<file path="src/hdl/swps_pkg.sv">
// Shared widths, command/status structs and helper functions for the waypoint path selector.
package swps_pkg;

   localparam int MAX_PATHS  = 256;
   localparam int COORD_BITS = 16;

   localparam int DIFF_W = COORD_BITS;                 // |a - b| of two signed coordinates
   localparam int SQ_W   = 2 * DIFF_W;                 // one squared difference
   localparam int ROOT_W = DIFF_W + 1;                 // root of the sum of two squares
   localparam int RAD_W  = 2 * ROOT_W;                 // radicand, two bits per root digit
   localparam int REM_W  = ROOT_W + 2;                 // partial remainder
   localparam int CNT_W  = $clog2(ROOT_W);             // root digit counter
   localparam int LEN_W  = 32;                         // path length field
   localparam int IDX_W  = 8;                          // path index fields
   localparam int PCNT_W = (MAX_PATHS > 2) ? $clog2(MAX_PATHS) : 1;

   localparam logic [LEN_W-1:0] LEN_MAX = '1;

   // Datapath commands, one per controller state.
   typedef struct packed {
      logic load;       // take the waypoint, form the differences
      logic sq_x;       // square dx
      logic sq_y;       // square dy, add, seed the root unit
      logic root_step;  // one root digit
      logic accum;      // add the segment to the running length
      logic emit;       // close the path and load the result register
   } cmd_type;

   typedef struct packed {
      logic first_point;
      logic path_end;
   } sts_type;

   // Saturating add of a segment length to the running path length.
   function automatic logic [LEN_W-1:0] len_add(logic [LEN_W-1:0] run,
                                                 logic [ROOT_W-1:0] seg);
      logic [LEN_W+ROOT_W:0] s;
      s = (LEN_W + ROOT_W + 1)'(run) + (LEN_W + ROOT_W + 1)'(seg);
      if (s > (LEN_W + ROOT_W + 1)'(LEN_MAX)) begin
         return LEN_MAX;
      end
      return s[LEN_W-1:0];
   endfunction

   // Low index bits of the path counter.
   function automatic logic [IDX_W-1:0] idx_out(logic [PCNT_W-1:0] v);
      logic [PCNT_W+IDX_W-1:0] t;
      t = (PCNT_W + IDX_W)'(v);
      return t[IDX_W-1:0];
   endfunction

endpackage

</file>
<file path="src/hdl/swps_req_if.sv">
// Waypoint input channel: valid/ready handshake with the waypoint fields.
interface swps_req_if;
   logic                               valid;
   logic                               ready;
   logic signed [swps_pkg::COORD_BITS-1:0] x_pos;
   logic signed [swps_pkg::COORD_BITS-1:0] y_pos;
   logic                               path_end;
   logic                               set_end;

   modport source (output valid, x_pos, y_pos, path_end, set_end, input ready);
   modport sink   (input valid, x_pos, y_pos, path_end, set_end, output ready);
endinterface

</file>
<file path="src/hdl/swps_rsp_if.sv">
// Result channel: valid/ready handshake with the per-path result fields.
interface swps_rsp_if;
   logic                          valid;
   logic                          ready;
   logic [swps_pkg::IDX_W-1:0]    path_number;
   logic [swps_pkg::LEN_W-1:0]    path_length;
   logic [swps_pkg::IDX_W-1:0]    best_number;
   logic [swps_pkg::LEN_W-1:0]    best_length;
   logic                          set_done;

   modport source (output valid, path_number, path_length, best_number, best_length,
                   set_done, input ready);
   modport sink   (input valid, path_number, path_length, best_number, best_length,
                   set_done, output ready);
endinterface

</file>
<file path="src/hdl/swps_ctrl.sv">
// Sequencer for the waypoint path selector: state machine, root digit counter, result valid.
module swps_ctrl (
   input  logic              clock,
   input  logic              reset,
   input  logic              req_valid,
   output logic              req_ready,
   output logic              rsp_valid,
   input  logic              rsp_ready,
   input  swps_pkg::sts_type sts,
   output swps_pkg::cmd_type cmd
);

   typedef enum logic [2:0] {
      IDLE,
      SQX,
      SQY,
      ROOT,
      ACC,
      FIN
   } state_type;

   state_type                   state_ff;
   logic [swps_pkg::CNT_W-1:0]  cnt_ff;
   logic                        rsp_valid_ff;
   logic                        accept;
   logic                        out_free;
   logic                        root_last;

   assign req_ready = (state_ff == IDLE);
   assign accept    = req_valid && req_ready;
   assign out_free  = !rsp_valid_ff || rsp_ready;
   assign root_last = (cnt_ff == swps_pkg::CNT_W'(swps_pkg::ROOT_W - 1));
   assign rsp_valid = rsp_valid_ff;

   always_comb begin
      cmd           = '0;
      cmd.load      = accept;
      cmd.sq_x      = (state_ff == SQX);
      cmd.sq_y      = (state_ff == SQY);
      cmd.root_step = (state_ff == ROOT);
      cmd.accum     = (state_ff == ACC);
      cmd.emit      = (state_ff == FIN) && sts.path_end && out_free;
   end

   always_ff @(posedge clock) begin
      if (reset) begin
         state_ff     <= IDLE;
         cnt_ff       <= '0;
         rsp_valid_ff <= 1'b0;
      end else begin
         if (cmd.emit) begin
            rsp_valid_ff <= 1'b1;
         end else if (rsp_ready) begin
            rsp_valid_ff <= 1'b0;
         end
         unique case (state_ff)
            IDLE: begin
               if (accept) begin
                  state_ff <= sts.first_point ? FIN : SQX;
               end
            end
            SQX: begin
               state_ff <= SQY;
            end
            SQY: begin
               cnt_ff   <= '0;
               state_ff <= ROOT;
            end
            ROOT: begin
               cnt_ff <= cnt_ff + 1'b1;
               if (root_last) begin
                  state_ff <= ACC;
               end
            end
            ACC: begin
               state_ff <= FIN;
            end
            FIN: begin
               if (!sts.path_end || out_free) begin
                  state_ff <= IDLE;
               end
            end
            default: begin
               state_ff <= IDLE;
            end
         endcase
      end
   end

   // Never overwrite a result that is still waiting.
   a_emit_slot_free: assert property (@(posedge clock) disable iff (reset)
      cmd.emit |-> (!rsp_valid_ff || rsp_ready))
      else $error("result register overwritten while held");

   // A point that follows the first one of a path goes through the squarer.
   a_seg_path: assert property (@(posedge clock) disable iff (reset)
      (accept && !sts.first_point) |=> (state_ff == SQX))
      else $error("segment skipped for a non-first point");

   // The root unit runs exactly ROOT_W digits.
   a_root_count: assert property (@(posedge clock) disable iff (reset)
      (state_ff == ROOT) |-> (cnt_ff <= swps_pkg::CNT_W'(swps_pkg::ROOT_W - 1)))
      else $error("root digit counter overran");

endmodule

</file>
<file path="src/hdl/swps_dpath.sv">
// Datapath for the waypoint path selector: differences, shared squarer, root unit, lengths.
module swps_dpath (
   input  logic                                  clock,
   input  logic                                  reset,
   input  swps_pkg::cmd_type                     cmd,
   output swps_pkg::sts_type                     sts,
   input  logic signed [swps_pkg::COORD_BITS-1:0] x_pos,
   input  logic signed [swps_pkg::COORD_BITS-1:0] y_pos,
   input  logic                                  path_end,
   input  logic                                  set_end,
   output logic [swps_pkg::IDX_W-1:0]            path_number,
   output logic [swps_pkg::LEN_W-1:0]            path_length,
   output logic [swps_pkg::IDX_W-1:0]            best_number,
   output logic [swps_pkg::LEN_W-1:0]            best_length,
   output logic                                  set_done
);

   localparam int CW = swps_pkg::COORD_BITS;

   // Path state
   logic [CW-1:0]                    prev_x_ff;
   logic [CW-1:0]                    prev_y_ff;
   logic                             first_ff;
   logic                             pend_ff;
   logic                             send_ff;
   logic [swps_pkg::LEN_W-1:0]       run_ff;
   logic [swps_pkg::LEN_W-1:0]       min_ff;
   logic [swps_pkg::PCNT_W-1:0]      best_ff;
   logic [swps_pkg::PCNT_W-1:0]      count_ff;

   // Segment pipeline
   logic [swps_pkg::DIFF_W-1:0]      dx_ff;
   logic [swps_pkg::DIFF_W-1:0]      dy_ff;
   logic [swps_pkg::SQ_W-1:0]        sq_ff;
   logic [swps_pkg::RAD_W-1:0]       rad_ff;
   logic [swps_pkg::REM_W-1:0]       rem_ff;
   logic [swps_pkg::ROOT_W-1:0]      root_ff;

   // Result register
   logic [swps_pkg::IDX_W-1:0]       path_number_ff;
   logic [swps_pkg::LEN_W-1:0]       path_length_ff;
   logic [swps_pkg::IDX_W-1:0]       best_number_ff;
   logic [swps_pkg::LEN_W-1:0]       best_length_ff;
   logic                             set_done_ff;

   logic [swps_pkg::DIFF_W-1:0]      dx_in;
   logic [swps_pkg::DIFF_W-1:0]      dy_in;
   logic [swps_pkg::DIFF_W-1:0]      mul_a;
   logic [swps_pkg::SQ_W-1:0]        prod;
   logic [swps_pkg::REM_W-1:0]       rem_sh;
   logic [swps_pkg::REM_W-1:0]       trial;
   logic                             digit;
   logic                             better;
   logic [swps_pkg::LEN_W-1:0]       min_in;
   logic [swps_pkg::PCNT_W-1:0]      best_in;

   function automatic logic [swps_pkg::DIFF_W-1:0] abs_diff(logic [CW-1:0] a,
                                                            logic [CW-1:0] b);
      logic signed [CW:0] d;
      d = $signed({a[CW-1], a}) - $signed({b[CW-1], b});
      if (d[CW]) begin
         d = -d;
      end
      return d[swps_pkg::DIFF_W-1:0];
   endfunction

   assign dx_in = abs_diff(x_pos, prev_x_ff);
   assign dy_in = abs_diff(y_pos, prev_y_ff);

   // One squarer, shared between dx and dy.
   assign mul_a = cmd.sq_y ? dy_ff : dx_ff;
   assign prod  = swps_pkg::SQ_W'(mul_a) * swps_pkg::SQ_W'(mul_a);

   // Restoring square root, one digit a cycle.
   assign rem_sh = {rem_ff[swps_pkg::ROOT_W-1:0],
                    rad_ff[swps_pkg::RAD_W-1:swps_pkg::RAD_W-2]};
   assign trial  = swps_pkg::REM_W'({root_ff[swps_pkg::ROOT_W-2:0], 2'b01});
   assign digit  = (rem_sh >= trial);

   assign better  = (run_ff < min_ff);
   assign min_in  = better ? run_ff : min_ff;
   assign best_in = better ? count_ff : best_ff;

   assign sts.first_point = first_ff;
   assign sts.path_end    = pend_ff;

   always_ff @(posedge clock) begin
      if (reset) begin
         prev_x_ff <= '0;
         prev_y_ff <= '0;
         first_ff  <= 1'b1;
         pend_ff   <= 1'b0;
         send_ff   <= 1'b0;
         run_ff    <= '0;
         min_ff    <= swps_pkg::LEN_MAX;
         best_ff   <= '0;
         count_ff  <= '0;
      end else begin
         if (cmd.load) begin
            prev_x_ff <= x_pos;
            prev_y_ff <= y_pos;
            first_ff  <= 1'b0;
            pend_ff   <= path_end;
            send_ff   <= set_end;
         end
         if (cmd.accum) begin
            run_ff <= swps_pkg::len_add(run_ff, root_ff);
         end
         if (cmd.emit) begin
            first_ff <= 1'b1;
            run_ff   <= '0;
            if (send_ff) begin
               min_ff   <= swps_pkg::LEN_MAX;
               best_ff  <= '0;
               count_ff <= '0;
            end else begin
               min_ff  <= min_in;
               best_ff <= best_in;
               if (count_ff == swps_pkg::PCNT_W'(swps_pkg::MAX_PATHS - 1)) begin
                  count_ff <= '0;
               end else begin
                  count_ff <= count_ff + 1'b1;
               end
            end
         end
      end
   end

   // Payload registers: no reset needed.
   always_ff @(posedge clock) begin
      if (cmd.load) begin
         dx_ff <= dx_in;
         dy_ff <= dy_in;
      end
      if (cmd.sq_x) begin
         sq_ff <= prod;
      end
      if (cmd.sq_y) begin
         rad_ff  <= swps_pkg::RAD_W'(sq_ff) + swps_pkg::RAD_W'(prod);
         rem_ff  <= '0;
         root_ff <= '0;
      end
      if (cmd.root_step) begin
         rad_ff  <= rad_ff << 2;
         rem_ff  <= digit ? (rem_sh - trial) : rem_sh;
         root_ff <= {root_ff[swps_pkg::ROOT_W-2:0], digit};
      end
      if (cmd.emit) begin
         path_number_ff <= swps_pkg::idx_out(count_ff);
         path_length_ff <= run_ff;
         best_number_ff <= swps_pkg::idx_out(best_in);
         best_length_ff <= min_in;
         set_done_ff    <= send_ff;
      end
   end

   assign path_number = path_number_ff;
   assign path_length = path_length_ff;
   assign best_number = best_number_ff;
   assign best_length = best_length_ff;
   assign set_done    = set_done_ff;

   // The best length reported never exceeds the path just closed.
   a_best_le_path: assert property (@(posedge clock) disable iff (reset)
      cmd.emit |=> (best_length_ff <= path_length_ff))
      else $error("best length above completed path length");

   // Closing a path restarts the running length and the first-point flag.
   a_emit_restart: assert property (@(posedge clock) disable iff (reset)
      cmd.emit |=> (run_ff == '0) && first_ff)
      else $error("path state not restarted after close");

   // Closing a set clears the search.
   a_set_clear: assert property (@(posedge clock) disable iff (reset)
      (cmd.emit && send_ff) |=> (min_ff == swps_pkg::LEN_MAX) && (count_ff == '0))
      else $error("search not cleared at set end");

endmodule

</file>
<file path="src/hdl/shortest_waypoint_path_select.sv">
// Top level of the shortest waypoint path selector: channels, sequencer and datapath.
//
//   channel   direction  transfer                    fields
//   req_chan  in         one waypoint                x_pos, y_pos, path_end, set_end
//   rsp_chan  out        one closed-path result      path_number, path_length,
//                                                     best_number, best_length, set_done
//
// A waypoint that opens a path goes from load straight to the close step; any later
// waypoint goes through load, squaring of dx and then dy on the one shared multiplier,
// one digit step per root bit in the restoring square root, accumulate and close.
// req_chan.ready is high only while the sequencer is idle; the result register frees the
// input side, so a new waypoint is taken while an earlier result waits on rsp_chan.
// A path close that finds the result register still held waits in its close step.
// Reset is synchronous, active high; it clears the path state, the search and rsp valid.
module shortest_waypoint_path_select (
   input  logic       clock,
   input  logic       reset,
   swps_req_if.sink   req_chan,
   swps_rsp_if.source rsp_chan
);

   swps_pkg::cmd_type cmd;
   swps_pkg::sts_type sts;

   // Sequencer: decides when to take a waypoint and when to release a result.
   swps_ctrl u_ctrl (
      .clock     (clock),
      .reset     (reset),
      .req_valid (req_chan.valid),
      .req_ready (req_chan.ready),
      .rsp_valid (rsp_chan.valid),
      .rsp_ready (rsp_chan.ready),
      .sts       (sts),
      .cmd       (cmd)
   );

   // Datapath: segment length, running length, best-path search, result register.
   swps_dpath u_dpath (
      .clock       (clock),
      .reset       (reset),
      .cmd         (cmd),
      .sts         (sts),
      .x_pos       (req_chan.x_pos),
      .y_pos       (req_chan.y_pos),
      .path_end    (req_chan.path_end),
      .set_end     (req_chan.set_end),
      .path_number (rsp_chan.path_number),
      .path_length (rsp_chan.path_length),
      .best_number (rsp_chan.best_number),
      .best_length (rsp_chan.best_length),
      .set_done    (rsp_chan.set_done)
   );

endmodule

</file>
<file path="src/flat_wrapper.sv">
// flat-port wrapper written by rule: the top's interface ports become plain ports
module shortest_waypoint_path_select_flat 
  (clock, reset, req_chan_valid, req_chan_x_pos, req_chan_y_pos, req_chan_path_end, req_chan_set_end, req_chan_ready, rsp_chan_valid, rsp_chan_path_number, rsp_chan_path_length, rsp_chan_best_number, rsp_chan_best_length, rsp_chan_set_done, rsp_chan_ready);
  swps_req_if req_chan_i ();
  swps_rsp_if rsp_chan_i ();
  input  logic clock;
  input  logic reset;
  input wire logic [$bits(req_chan_i.valid)-1:0] req_chan_valid;
  input wire logic [$bits(req_chan_i.x_pos)-1:0] req_chan_x_pos;
  input wire logic [$bits(req_chan_i.y_pos)-1:0] req_chan_y_pos;
  input wire logic [$bits(req_chan_i.path_end)-1:0] req_chan_path_end;
  input wire logic [$bits(req_chan_i.set_end)-1:0] req_chan_set_end;
  output wire logic [$bits(req_chan_i.ready)-1:0] req_chan_ready;
  output wire logic [$bits(rsp_chan_i.valid)-1:0] rsp_chan_valid;
  output wire logic [$bits(rsp_chan_i.path_number)-1:0] rsp_chan_path_number;
  output wire logic [$bits(rsp_chan_i.path_length)-1:0] rsp_chan_path_length;
  output wire logic [$bits(rsp_chan_i.best_number)-1:0] rsp_chan_best_number;
  output wire logic [$bits(rsp_chan_i.best_length)-1:0] rsp_chan_best_length;
  output wire logic [$bits(rsp_chan_i.set_done)-1:0] rsp_chan_set_done;
  input wire logic [$bits(rsp_chan_i.ready)-1:0] rsp_chan_ready;
  assign req_chan_i.valid = req_chan_valid;
  assign req_chan_i.x_pos = req_chan_x_pos;
  assign req_chan_i.y_pos = req_chan_y_pos;
  assign req_chan_i.path_end = req_chan_path_end;
  assign req_chan_i.set_end = req_chan_set_end;
  assign req_chan_ready = req_chan_i.ready;
  assign rsp_chan_valid = rsp_chan_i.valid;
  assign rsp_chan_path_number = rsp_chan_i.path_number;
  assign rsp_chan_path_length = rsp_chan_i.path_length;
  assign rsp_chan_best_number = rsp_chan_i.best_number;
  assign rsp_chan_best_length = rsp_chan_i.best_length;
  assign rsp_chan_set_done = rsp_chan_i.set_done;
  assign rsp_chan_i.ready = rsp_chan_ready;
  shortest_waypoint_path_select u_core (.clock(clock), .reset(reset), .req_chan(req_chan_i), .rsp_chan(rsp_chan_i));
endmodule
</file>
<file path="config.mk">
export PLATFORM = sky130hd
export DESIGN_NAME = shortest_waypoint_path_select_flat
export DESIGN_NICKNAME = d
export VERILOG_FILES = /design/src/hdl/swps_pkg.sv /design/src/hdl/swps_req_if.sv /design/src/hdl/swps_rsp_if.sv /design/src/hdl/swps_ctrl.sv /design/src/hdl/swps_dpath.sv /design/src/hdl/shortest_waypoint_path_select.sv /design/src/flat_wrapper.sv
export SDC_FILE = /design/constraint.sdc
export NUM_CORES = 1
export LEC_CHECK = 0
export BUFFER_PORTS_ARGS = -buffer_cell sky130_fd_sc_hd__buf_2
export CAP_MARGIN = 5
export CORE_ASPECT_RATIO = 1.5
export CORE_MARGIN = 5
export CORE_UTILIZATION = 30
export DETAILED_ROUTE_END_ITERATION = 6
export PLACE_DENSITY_LB_ADDON = 0.05
export SLEW_MARGIN = 10
export SYNTH_ARGS = -nofsm -noshare
export SYNTH_HDL_FRONTEND = slang
export SYNTH_SLANG_ARGS = --single-unit
</file>
<file path="constraint.sdc">
create_clock -name clock -period 28.5 [get_ports clock]
set_input_delay 2.85 -clock clock [delete_from_list [all_inputs] [get_ports clock]]
set_output_delay 2.85 -clock clock [all_outputs]
set_load 0.005 [all_outputs]
</file>
-- Word level (Yosys, flattened, before mapping)
Index checks and enable logic that the tools add are counted.
Widths: inputs -> output; s select.
- multiplexer cells: 29
- equality and inequality tests: 10
- $mul: 1
- $add $sub $neg: 9
- magnitude comparators: 3
- reduce and logical (&&, ||, !) cells: 12
- operators by type and width (operator ; count):
    $mux 32 ; 4
    $mux 17 ; 5
    $mux 34 ; 2
    $mux 16 ; 3
    $sub 16x16->17 ; 2
    $add 32x17->33 ; 1
    $add 32x32->33 ; 1
    $gt 33x32->1 const B ; 1
    $lt 32x32->1 ; 1
    $mul 16x16->32 ; 1
    $mux 8 ; 4
    $neg 16->16 ; 2
    $ge 19x18->1 ; 1
    $pmux 3 s6 ; 1
    $sub 17x17->17 ; 1
    $mux 3 ; 4
    $pmux 5 s2 ; 1
    $add 8x1->8 const B ; 1
    $eq 8x8->1 const B ; 1
    $eq 3x2->1 const B ; 2
    $eq 3x3->1 const B ; 2
    $add 5x1->5 const B ; 1
    $eq 5x5->1 const B ; 1
    $mux 1 ; 5
    other kinds (10) ; 16
- output and inout port bits: 83
- flip-flop bits (word level): 337
- word-level logic and storage cells: 88
- input port bits: 38

-- Longest topological paths before layout
Gate-level depths: netlist (run 1).
- word-level depth: 6
- gate-level depth with buffers: 40
- depth with buffers taken out: 38

-- Modules after synthesis
From an unflattened synthesis (run 1), not the netlist that was laid out.
- cell total of the unflattened synthesis: 2556
- area total of the unflattened synthesis: 25269.2 um^2
- by module, submodules not included (module ; cells each ; instances ; area each (um^2) ; seq. area each (um^2)):
    swps_dpath ; 2494 ; 1 ; 24717.5 ; 8648.3
    swps_ctrl ; 62 ; 1 ; 551.8 ; 180.2

-- Least setup slack after synthesis (run 1)
No wires, ideal clock.
- path type: register to register
- start: register u_core.u_ctrl.state_ff[2]
- end: register u_core.u_dpath.rad_ff[32] in the netlist's numbering, data pin
- stages on the path, launching flop included: 35
- setup slack: 19.534 ns
- period minus slack after synthesis: 8.966 ns
- path buffers: 3
- data required time: 28.231 ns
- library setup time: 0.269 ns
- data arrival time: 8.697 ns
- path through: dfxtp_1 > buf_2 > nand2b_1 > nor2_1 > buf_4 > buf_2 > mux2i_1 > clkinv_1 > nand2_1 > fa_1 > inv_1 > fa_1 > inv_1 > fa_1 > fa_1 > fa_1 > fa_1 > inv_1 > ha_1 > a211oi_1 > nand2_1 > o2111ai_1 > a2111oi_1 > o21ai_0 > nand2b_1 > a21oi_1 > xnor2_1 > ha_1 > and4_1 > and4_1 > a221o_1 > a41oi_2 > a31oi_1 > a2111oi_0 > nor3_1
- longest elaborated chain between the ends: 6
- elaborated cells between the ends (all ways): 7
- those cells by class: add/sub (1); mul (1); eq/ne (2); mux (3)
- ends and longest elaborated chain (item ; line ; RTL):
    start, declared ; swps_ctrl.sv:22 ; state_type state_ff;
    start signal, assigned ; swps_ctrl.sv:59 ; state_ff <= sts.first_point ? FIN : SQX;
    $eq 3x2->1 ; swps_ctrl.sv:39 ; cmd.sq_y = (state_ff == SQY);
    $mux 16 ; swps_dpath.sv:71 ; assign mul_a = cmd.sq_y ? dy_ff : dx_ff;
    $mul 16x16->32 ; swps_dpath.sv:72 ; assign prod = swps_pkg::SQ_W'(mul_a) * swps_pkg::SQ_W'(mul_a);
    via u_core.u_dpath.prod (one bit) ; swps_dpath.sv:49 ; logic [swps_pkg::SQ_W-1:0] prod;
    $add 32x32->33 ; swps_dpath.sv:139 ; rad_ff <= swps_pkg::RAD_W'(sq_ff) + swps_pkg::RAD_W'(prod);
    $mux 34 ; swps_dpath.sv:138 ; if (cmd.sq_y) begin
    $mux 34 ; swps_dpath.sv:143 ; if (cmd.root_step) begin
    end signal, assigned ; swps_dpath.sv:139 ;
    end signal, assigned ; swps_dpath.sv:144 ; rad_ff <= rad_ff << 2;
    end, declared ; swps_dpath.sv:35 ; logic [swps_pkg::RAD_W-1:0] rad_ff;
The timed path passes the listed nets, and every way through them passes these cells. The select of a mux whose other input is x is not followed.
A chain may end at the register's enable or synchronous reset.

-- Worst setup path in the final report (run 1)
- start: register u_core.u_ctrl.state_ff[1]
- end: register u_core.u_dpath.rad_ff[32] in the netlist's numbering, data pin
Same word-level chain as after synthesis.

==> run_results.csv, run 1 <==
group,metric,value,unit
status,status,"finished clean",
yosys,synth_edf_count,210,
sta,whs,0.450,ns
cts,cts_tree,"done",
grt,grt_pass1_wl,112000,microns
critical_path,critical_path_class,"reg -> reg",
place,port_buffers,120,
routing,final_antenna_net_count,0,
yosys,synth-seq-area-share,34.3,%
cells_and_area,num-nets-final,3237,
sta,fmax,92.5,MHz
yosys,postSynthCellCount,2687,
cts,cts_resized,0,
min_path,hp-class,"reg -> reg",
grt,grt_pass1_vias,20690,
place,dp_cells,3885,
yosys,ys_warn_count,0,
yosys,synth_area,25700,sq um
yosys,ys_types,89,
die,fp.dieArea,91900,sq um
die,die_w,249,microns
critical_path,worst_path_most_repeated_cell,"fa_1",
yosys,syn_area_per_cell,9.58,sq um
cells_and_area,fin_area,29000,sq um
cells_and_area,area_delta_synth_final,12.8,%
cells_and_area,drive_gt1_share,10.6,%
sta,fin_crit_sh,37.9,%
grt,grt_max_degree,76,
routing,drc,0,
flow_run,maxCapViolations,0,
routing,wl_met2,40700,microns
sta,skew,0.0265,ns
die,fp.coreArea,85100,sq um
yosys,async_reset_ff_share,0,%
routing,wl_per_cell,17.7,microns
cts,cts_made_buffers,40,
routing,viasPerCell,4.84,
cells_and_area,fill_cells,8809,
cts,cts_setup_buffers,0,
cells_and_area,insertedDiodeCount,0,
cts,cts-root-buf,"clkbuf_16",
sta,drv_slew,0,
sta,setup_viol,0,
sta,fin_crit,10.81,ns
critical_path,path_buf_inv,6,
place,place_area,27700,sq um
sta,hold_violations,0,
critical_path,cpPeakStageDelay,0.81,ns
grt,overflow,0,
die,io_pins,121,
yosys,synthFlopType,"edfxtp_1",
cts,cts_sinks,336,
critical_path,cp-end-kind,"register",
routing,wl,70100,microns
die,start_util,30.3,%
sta,tns,0,ns
routing,drtIter0Drc,640,
cts,cts.clk_slew.worst_paths,0.06,ns
grt,antenna_found_initial,0,
critical_path,cp_top_family,"adder cells",
die,num_rows,131,
yosys,ys_ff_latch,336,
cts,hold_buffers,0,
die,dieHeight,369,microns
routing,route.met3.wl,1650,microns
cts,clk-insertion-delay-late,0.59,ns
sta,rsz0062_at_grt,"false",
critical_path,arrival,11.12,ns
grt,grt_use_total,15.0,%
routing,vias,19165,
routing,drt-met1-wl,25000,microns
critical_path,worst_setup_path_start_kind,"register",
sta,tightest_slew,1.14,ns
routing,maxUsedRoutingLayer,"met4",
cts,clock_path_buffers,3,
yosys,synth_nets,3127,
sta,relSlewSlack,24.1,%
routing,dr.pass1.iters,4,
critical_path,critPathSlowestCell,"mux2i_1",
cells_and_area,fin_cells,3959,
place,gp_congestion,0.858,
critical_path,cp.required,28.82,ns
cts,cts_max_level,2,
critical_path,critical_path.max_fanout,29,
place,dp.final_hpwl,56100,microns
per-stage QoR:
step / setup slack [ns] / utilization (%)
floorplan: 19.53 / -
global placement: 17.59 / 32.5
detailed placement: 17.74 / 32.5
CTS: 17.67 / 34.1
global route: 17.11 / 34.1
finish: 17.69 / 34.1
layer usage:
layer | vias up | global-route usage (%)
li1 | 9458 | -
met1 | 9318 | 14.8
met2 | 265 | 31.4
met3 | 124 | 1.77
met4 | 0 | 5.68
met5 | - | 0
registers in the layout (all words and copies together) (netlist names), 3 cells and up:
register,flops
u_core.u_ctrl.cnt_ff,5
u_core.u_ctrl.state_ff,3
u_core.u_dpath.best_ff,8
u_core.u_dpath.best_length,32
u_core.u_dpath.best_number,8
u_core.u_dpath.count_ff,8
u_core.u_dpath.dx_ff,16
u_core.u_dpath.dy_ff,16
u_core.u_dpath.min_ff,32
u_core.u_dpath.path_length,32
u_core.u_dpath.path_number,8
u_core.u_dpath.prev_x_ff,16
u_core.u_dpath.prev_y_ff,16
u_core.u_dpath.rad_ff,34
u_core.u_dpath.rem_ff,17
u_core.u_dpath.root_ff,17
u_core.u_dpath.run_ff,32
u_core.u_dpath.sq_ff,31
worst reg2reg max path: cells and delay by family, from the launching register on:
| kind | cells | cell delay [ns] |
|---|---|---|
| xor+xnor | 1 | 0.24 |
| mux | 1 | 0.83 |
| compound gates | 9 | 2.52 |
| simple gates | 8 | 1.23 |
| fa+ha+maj | 8 | 3.79 |
| flops | 1 | 0.50 |
| buf+inv | 6 | 1.42 |
cells in the mapped netlist, types with 6 or more instances:
cell type	n	area, sq um
o2111ai_1	8	70.1
nand2_1	242	908
nand3b_1	9	67.6
buf_1	7	26.3
inv_1	361	1360
edfxtp_1	210	6310
a211o_1	6	52.6
and4b_1	7	70.1
mux2_2	44	495
nand4_1	16	100
mux2i_1	29	290
and4_1	7	61.3
buf_2	10	50.1
o31ai_1	9	67.6
a311o_1	7	70.1
and3_1	19	119
a21o_1	53	398
clkbuf_1	57	214
xnor2_1	88	771
a22o_1	8	70.1
o21bai_1	8	60.1
a2111oi_0	6	52.6
a211oi_1	12	90.1
a31oi_1	47	294
nand2b_1	28	175
dfxtp_1	126	2520
o21a_1	19	143
nor4_1	9	56.3
o21ai_0	86	430
nor2b_1	11	68.8
nand3_1	41	205
o21ai_1	13	65.1
fa_1	166	3320
ha_1	236	2950
xor2_1	48	420
clkinv_1	12	45.0
nor3_1	85	425
a21oi_1	174	871
nor2_1	254	953
layout by cell type (no fill, tap or decap), types with 16 or more instances in the layout:
cell type | netlist | routed
a21o_1 | 53 | 53
a21oi_1 | 174 | 173
a31oi_1 | 47 | 47
and3_1 | 19 | 19
buf_2 | 10 | 120
buf_4 | 5 | 27
clkbuf_16 | 0 | 40
dfxtp_1 | 126 | 125
edfxtp_1 | 210 | 210
fa_1 | 166 | 166
ha_1 | 236 | 236
inv_1 | 361 | 360
mux2_2 | 44 | 44
mux2i_1 | 29 | 28
nand2_1 | 242 | 242
nand2b_1 | 28 | 28
nand3_1 | 41 | 40
nand4_1 | 16 | 16
nor2_1 | 254 | 253
nor3_1 | 85 | 85
o21a_1 | 19 | 19
o21ai_0 | 86 | 86
xnor2_1 | 88 | 88
xor2_1 | 48 | 48
logic make-up after synthesis:
| group | synth area share, % |
|---|---|
| and+or+nand+nor | 13.7 |
| AOI/OAI and AO/OA | 13.1 |
| buffers and inverters | 6.71 |
| adders and majority gates | 24.4 |
| DFF | 34.3 |
| xor gates and xnor gates | 4.69 |
| muxes | 3.05 |
path summary, 6_finish.rpt:
kind	startpoint	end	slack (ns)	depth (start not counted)
worst max-delay path	u_core.u_ctrl.state_ff[1]$_SDFFE_PP0P_	u_core.u_dpath.rad_ff[32]$_DFFE_PP_	17.69	33
worst min-delay path	u_core.u_dpath.rad_ff[1]$_SDFFE_PP0P_	u_core.u_dpath.rad_ff[1]$_SDFFE_PP0P_	0.45	2
worst max register to register	u_core.u_ctrl.state_ff[1]$_SDFFE_PP0P_	u_core.u_dpath.rad_ff[32]$_DFFE_PP_	17.69	33
worst min register to register	u_core.u_dpath.rad_ff[1]$_SDFFE_PP0P_	u_core.u_dpath.rad_ff[1]$_SDFFE_PP0P_	0.45	2
layout make-up:
cell class              count  area [sq um]  area share [%]
flip-flops and latches    336          8830            30.4
inverters                 373          1400            4.83
clock buffers              49          1070            3.70
clock inverters            25           283           0.974
multi-input cells        1899         15200            52.4
well taps                1130          1410            4.87
repair buffers            147           803            2.77
Power of run 1 is left out: the tool's default activity adds up to more than one toggle a clock period on the data nets, which glitch-free logic cannot reach.
==> inputs of run 2 (changes only) <==
==> constraint.sdc (replaced) <==
create_clock -name clock -period 11.3 [get_ports clock]
set_input_delay 1.13 -clock clock [delete_from_list [all_inputs] [get_ports clock]]
set_output_delay 1.13 -clock clock [all_outputs]
set_load 0.005 [all_outputs]
==> run 2 against run 1 <==
  * Design area increased by 0.21%
  * Clock-buffer cell count is 7 higher
  * Via count is 0.71% lower
  * Maximum frequency is 2.7% higher
  * Core utilization increased by 0.071 points
  * Sequential share of layout area fell by 0.063 points
  * Flip-flop and latch count is the same
  * Final cell count is 0.15% higher
  * Setup slack got worse by 17 ns
  * Clock skew down 0.011 ns
  * First-iteration DRC count rose by 10%
==> run_results.csv, run 2 (same netlist as run 1, synthesis figures left out) <==
group,metric,value,unit
die,die_w,249,microns
cells_and_area,mostFrequentLayoutCell,"inv_1",
cells_and_area,area_delta_synth_final,13.0,%
critical_path,critPathSlowestCell,"a2111oi_0",
cells_and_area,top_register,"u_core.u_dpath.rad_ff",
cts,cts_sinks,336,
place,port_buffers,120,
sta,drv_slew,0,
cells_and_area,num-nets-final,3242,
cts,cts-root-buf,"clkbuf_16",
routing,dr.pass1.iters,5,
critical_path,path_buf_inv,4,
critical_path,cp_top_family,"adder cells",
routing,drc,0,
critical_path,r2r_start,"u_core.u_ctrl.state_ff[1]$_SDFFE_PP0P_",
cts,clock_path_buffers,3,
routing,wl_per_cell,17.1,microns
min_path,worstHoldStart,"u_core.u_dpath.rad_ff[1]$_SDFFE_PP0P_",
routing,drtIter0Drc,707,
grt,antenna_found_initial,1,
critical_path,reg2reg_depth,29,
sta,tns,0,ns
cts,clk-insertion-delay-late,0.58,ns
sta,skew,0.0153,ns
routing,vias,19029,
cells_and_area,final_util,34.2,%
grt,grt_use_total,14.5,%
cts,cts_made_buffers,41,
sta,hold_violations,0,
cells_and_area,fin_area,29100,sq um
min_path,hp-class,"reg -> reg",
critical_path,cp-end-kind,"register",
critical_path,worst_setup_path_start_kind,"register",
status,status,"finished clean",
critical_path,cpPeakStageDelay,0.73,ns
sta,rsz0062_at_grt,"false",
sta,fin_crit,10.52,ns
sta,setup_viol,0,
critical_path,critical_path.max_fanout,21,
sta,layout_setup_ws,0.780,ns
die,num_rows,131,
cts,cts_resized,0,
die,start_util,30.3,%
sta,fmax,95.1,MHz
critical_path,arrival,10.84,ns
routing,viasPerCell,4.80,
die,fp.coreArea,85100,sq um
place,pre_cts_ws,0.673,ns
grt,grt_pass1_vias,20194,
place,gp_congestion,0.845,
place,place_area,27700,sq um
cts,cts_tree,"done",
cells_and_area,fill_cells,8757,
grt,grt_util_met2,29.5,%
sta,tightest_slew,1.16,ns
critical_path,cp.required,11.62,ns
critical_path,r2r_slack,0.78,ns
place,dp.final_hpwl,53900,microns
grt,grt.met1_usage,15.0,%
grt,use_met3,1.92,%
die,io_pins,121,
min_path,min_to,"u_core.u_dpath.rad_ff[1]$_SDFFE_PP0P_",
min_path,min_path_cells,2,
critical_path,r2r_end,"u_core.u_dpath.rad_ff[32]$_DFFE_PP_",
cts,cts.clk_slew.worst_paths,0.06,ns
cts,hold_buffers,0,
sta,relSlewSlack,22.8,%
cells_and_area,drive_gt1_share,10.5,%
cts,cts_setup_buffers,0,
cells_and_area,largest_reg_flops,34,
grt,grt_max_degree,84,
cts,cts_max_level,2,
grt,overflow,0,
routing,wl,67800,microns
grt,grt_pass1_wl,108000,microns
routing,final_antenna_net_count,0,
die,dieHeight,369,microns
critical_path,worst_path_most_repeated_cell,"fa_1",
cells_and_area,final_cell_mix,"360 x inv_1, 253 x nor2_1, 242 x nand2_1",
flow_run,maxCapViolations,0,
die,fp.dieArea,91900,sq um
sta,fin_crit_sh,93.1,%
grt,gr-max-usage-layer,"met2",
critical_path,critical_path_class,"reg -> reg",
-- run 2: how the worst max path moves through the flow --
stage | start | to | slack, ns | cells past startpoint
2_1_floorplan | u_core.u_ctrl.state_ff[2]$_SDFFE_PP0P_ | u_core.u_dpath.rad_ff[32]$_DFFE_PP_ | 2.33 | 34
3_3_place_gp | u_core.u_ctrl.state_ff[1]$_SDFFE_PP0P_ | u_core.u_dpath.rad_ff[32]$_DFFE_PP_ | 0.76 | 29
3_5_place_dp | u_core.u_ctrl.state_ff[1]$_SDFFE_PP0P_ | u_core.u_dpath.rad_ff[32]$_DFFE_PP_ | 0.67 | 31
4_1_cts | u_core.u_ctrl.state_ff[1]$_SDFFE_PP0P_ | u_core.u_dpath.rad_ff[32]$_DFFE_PP_ | 0.66 | 31
5_1_grt | u_core.u_ctrl.state_ff[1]$_SDFFE_PP0P_ | u_core.u_dpath.rad_ff[32]$_DFFE_PP_ | 0.008 | 31
6_report | u_core.u_ctrl.state_ff[1]$_SDFFE_PP0P_ | u_core.u_dpath.rad_ff[32]$_DFFE_PP_ | 0.78 | 29
-- run 2: worst reg2reg max path: cells and delay by family, from the launching register on --
kind | cells | cell delay [ns]
AOI/OAI and AO/OA | 10 | 2.95
xor gates and xnor gates | 1 | 0.18
adders and majority gates | 8 | 3.97
buffers and inverters | 4 | 0.71
DFF | 1 | 0.50
muxes | 1 | 0.41
and+or+nand+nor | 5 | 1.54
-- run 2: through the flow --
step | std cells | hold slack (ns)
6_report | 3965 | 0.442
2_1_floorplan | 2687 | 0.406
5_1_grt | 3964 | 0.458
3_5_place_dp | 3889 | 0.438
4_1_cts | 3964 | 0.447
3_3_place_gp | 3889 | 0.433
-- run 2: layout make-up --
type | count | area, sq um | area share, %
antenna | 1 | 2.50 | 0.00860
clock buffer | 56 | 1160 | 4.00
clock inverter | 19 | 230 | 0.791
inverter | 373 | 1400 | 4.82
multi-input combinational | 1899 | 15200 | 52.3
sequential | 336 | 8830 | 30.4
tap | 1130 | 1410 | 4.86
timing repair buffer | 151 | 833 | 2.86
-- run 2: per-layer routing --
layer	vias up	routed length, microns
met1	9181	25400
met4	0	2340
met2	254	38400
met3	101	1770
met5	-	0
li1	9493	-
Power of run 2 is left out for the same reason.
==> inputs of run 3 (changes only) <==
--- a/config.mk
+++ b/config.mk
@@ -8,11 +8,12 @@
 export BUFFER_PORTS_ARGS = -buffer_cell sky130_fd_sc_hd__buf_2
 export CAP_MARGIN = 5
 export CORE_ASPECT_RATIO = 1.5
-export CORE_MARGIN = 5
+export CORE_MARGIN = 1
 export CORE_UTILIZATION = 30
 export DETAILED_ROUTE_END_ITERATION = 6
 export PLACE_DENSITY_LB_ADDON = 0.05
 export SLEW_MARGIN = 10
 export SYNTH_ARGS = -nofsm -noshare
 export SYNTH_HDL_FRONTEND = slang
+export SYNTH_HIERARCHICAL = 1
 export SYNTH_SLANG_ARGS = --single-unit
==> run 3 against run 2 <==
  * Global-route usage increased by 1.0 points
  * First-iteration DRC count increased by 2.7%
  * Synthesized area down 1.8%
  * Critical path type unchanged
  * Largest cell class unchanged
  * Worst hold slack better by 0.020 ns
  * Routed wire length shrank 3.8%
  * Sequential share of layout area rose by 0.53 points
  * Critical endpoint is now u_core/u_dpath/rad_ff[29]$_DFFE_PP_
==> run_results.csv, run 3 <==
group,metric,value,unit
status,status,"finished clean",
sta,rsz0062_at_grt,"false",
cells_and_area,drive_gt1_share,9.96,%
cells_and_area,top_register,"u_core/u_dpath/rad_ff",
die,dieHeight,357,microns
cells_and_area,register_area,8830,sq um
grt,grt_max_degree,81,
routing,drtIter0Drc,726,
min_path,hp-class,"reg -> reg",
cts,cts_resized,0,
sta,fin_crit,10.40,ns
sta,tightest_slew,1.04,ns
cells_and_area,fin_area,28600,sq um
cells_and_area,multiInputGateArea,14800,sq um
critical_path,arrival,10.68,ns
yosys,yosysMostFrequentCell,"inv_1",
die,num_rows,130,
yosys,ys_ff_latch,336,
place,place_area,27200,sq um
critical_path,cp-end-kind,"register",
yosys,synth_nets,2993,
routing,viasPerCell,4.72,
grt,grt.met1_usage,15.8,%
yosys,ys_warn_count,6,
critical_path,worst_path_most_repeated_cell,"fa_1",
die,io_pins,121,
routing,drc,0,
yosys,synthTopCellsByArea,"edfxtp_1 25%, fa_1 13%, ha_1 12%",
grt,grt_pass1_wl,104000,microns
die,start_util,30.2,%
routing,wl,65200,microns
cts,cts-root-buf,"clkbuf_16",
die,die_w,239,microns
cts,cts_tree,"done",
sta,drv_slew,0,
sta,hold_violations,0,
critical_path,cp_top_family,"adder cells",
cells_and_area,mostFrequentLayoutCell,"inv_1",
cells_and_area,largest_reg_flops,34,
critical_path,critical_path_class,"reg -> reg",
critical_path,worst_setup_path_start_kind,"register",
yosys,synth-seq-area-share,34.9,%
yosys,synthFlopType,"edfxtp_1",
critical_path,critPathSlowestCell,"mux2i_1",
die,fp.dieArea,85400,sq um
cts,hold_buffers,0,
routing,final_antenna_net_count,0,
yosys,synth_edf_count,210,
cts,cts_made_buffers,41,
routing,wl_per_cell,17.1,microns
yosys,synth_area,25300,sq um
cts,clk-insertion-delay-late,0.58,ns
place,port_buffers,120,
grt,grt_util_met2,31.4,%
yosys,synth_top_cell_area_share,25.0,%
cts,cts.clk_slew.worst_paths,0.06,ns
grt,gr-max-usage-layer,"met2",
critical_path,cp.required,11.59,ns
cts,clock_path_buffers,3,
sta,relSlewSlack,28.3,%
grt,use_met3,1.81,%
flow_run,maxCapViolations,0,
sta,skew,0.0173,ns
critical_path,path_buf_inv,5,
cells_and_area,num-nets-final,3106,
place,dp.final_hpwl,51300,microns
yosys,postSynthCellCount,2556,
cells_and_area,insertedDiodeCount,0,
yosys,ys_types,88,
cells_and_area,fill_cells,8650,
grt,overflow,0,
yosys,synth.largest_area_cell,"edfxtp_1",
grt,antenna_found_initial,0,
sta,setup_viol,0,
place,gp_congestion,0.873,
cts,cts_sinks,336,
place,pre_cts_ws,0.851,ns
grt,grt_pass1_vias,19186,
grt,grt_use_total,15.5,%
die,fp.coreArea,83600,sq um
yosys,syn_area_per_cell,9.89,sq um
sta,tns,0,ns
critical_path,cpPeakStageDelay,0.66,ns
cells_and_area,final_util,34.2,%
routing,dr.pass1.iters,5,
cts,cts_setup_buffers,0,
routing,vias,18045,
yosys,synth_common_cells,"351 x inv_1, 235 x ha_1, 210 x edfxtp_1, 210 x nand2_1, 188 x nor2_1",
cts,cts_max_level,2,
sta,layout_setup_ws,0.902,ns
sta,fin_crit_sh,92.0,%
sta,fmax,96.2,MHz
yosys,async_reset_ff_share,0,%
cells_and_area,final_cell_mix,"351 x inv_1, 235 x ha_1, 210 x nand2_1, 210 x edfxtp_1, 187 x nor2_1",
critical_path,critical_path.max_fanout,21,
cells_and_area,area_delta_synth_final,13.1,%
run 3: cell count changes after synthesis, moves of 24 or more:
cell	delta
nor2_1	-66
and2_1	+28
mux2_2	-24
nor3_1	-48
o211ai_1	+31
o21ai_0	+36
nand2_1	-32
a21oi_1	-63
nor2b_1	+28
mux2i_1	+36
run 3: layout make-up:
cell class                 count  share of cell area, %
clock buffer                  57                   4.43
clock inverter                17                  0.433
inverter                     360                   4.73
multi-input combinational   1784                   51.8
sequential                   336                   30.9
tap                         1122                   4.91
timing repair buffer         146                   2.81
run 3: kinds of logic after synthesis:
| family | share of synthesized area, % |
|---|---|
| compound gates | 13.2 |
| xor+xnor | 5.10 |
| fa+ha+maj | 24.6 |
| buf+inv | 6.64 |
| flops | 34.9 |
| mux | 3.47 |
| simple gates | 12.1 |
run 3: worst paths after layout:
path	startpoint	end	slack [ns]	cells after the start
max reg2reg	u_core/u_ctrl/state_ff[1]$_SDFFE_PP0P_	u_core/u_dpath/rad_ff[29]$_DFFE_PP_	0.90	31
min reg2reg	u_core/u_dpath/first_ff$_SDFFE_PP1P_	u_core/u_dpath/first_ff$_SDFFE_PP1P_	0.46	2
max	u_core/u_ctrl/state_ff[1]$_SDFFE_PP0P_	u_core/u_dpath/rad_ff[29]$_DFFE_PP_	0.90	31
min	u_core/u_dpath/first_ff$_SDFFE_PP1P_	u_core/u_dpath/first_ff$_SDFFE_PP1P_	0.46	2
run 3: stage by stage:
step | std cells | hold slack, ns
floorplan | 2556 | 0.406
detailed placement | 3747 | 0.454
CTS | 3821 | 0.473
global placement | 3747 | 0.448
finish | 3822 | 0.462
global route | 3822 | 0.502
run 3: worst reg2reg max path: cells and delay by family, from the launching register on:
kind / cells / cell delay, ns
and+or+nand+nor: 8 / 2.50
DFF: 1 / 0.60
AOI/OAI and AO/OA: 8 / 1.54
adders and majority gates: 8 / 3.77
xor gates and xnor gates: 1 / 0.17
muxes: 1 / 0.68
buffers and inverters: 5 / 0.88
run 3: metal layers:
metal,routed length [microns],up-vias
met3,1730,103
met4,2440,0
met1,24500,8712
li1,-,8966
met5,0,-
met2,36500,264
Power of run 3 is left out for the same reason.
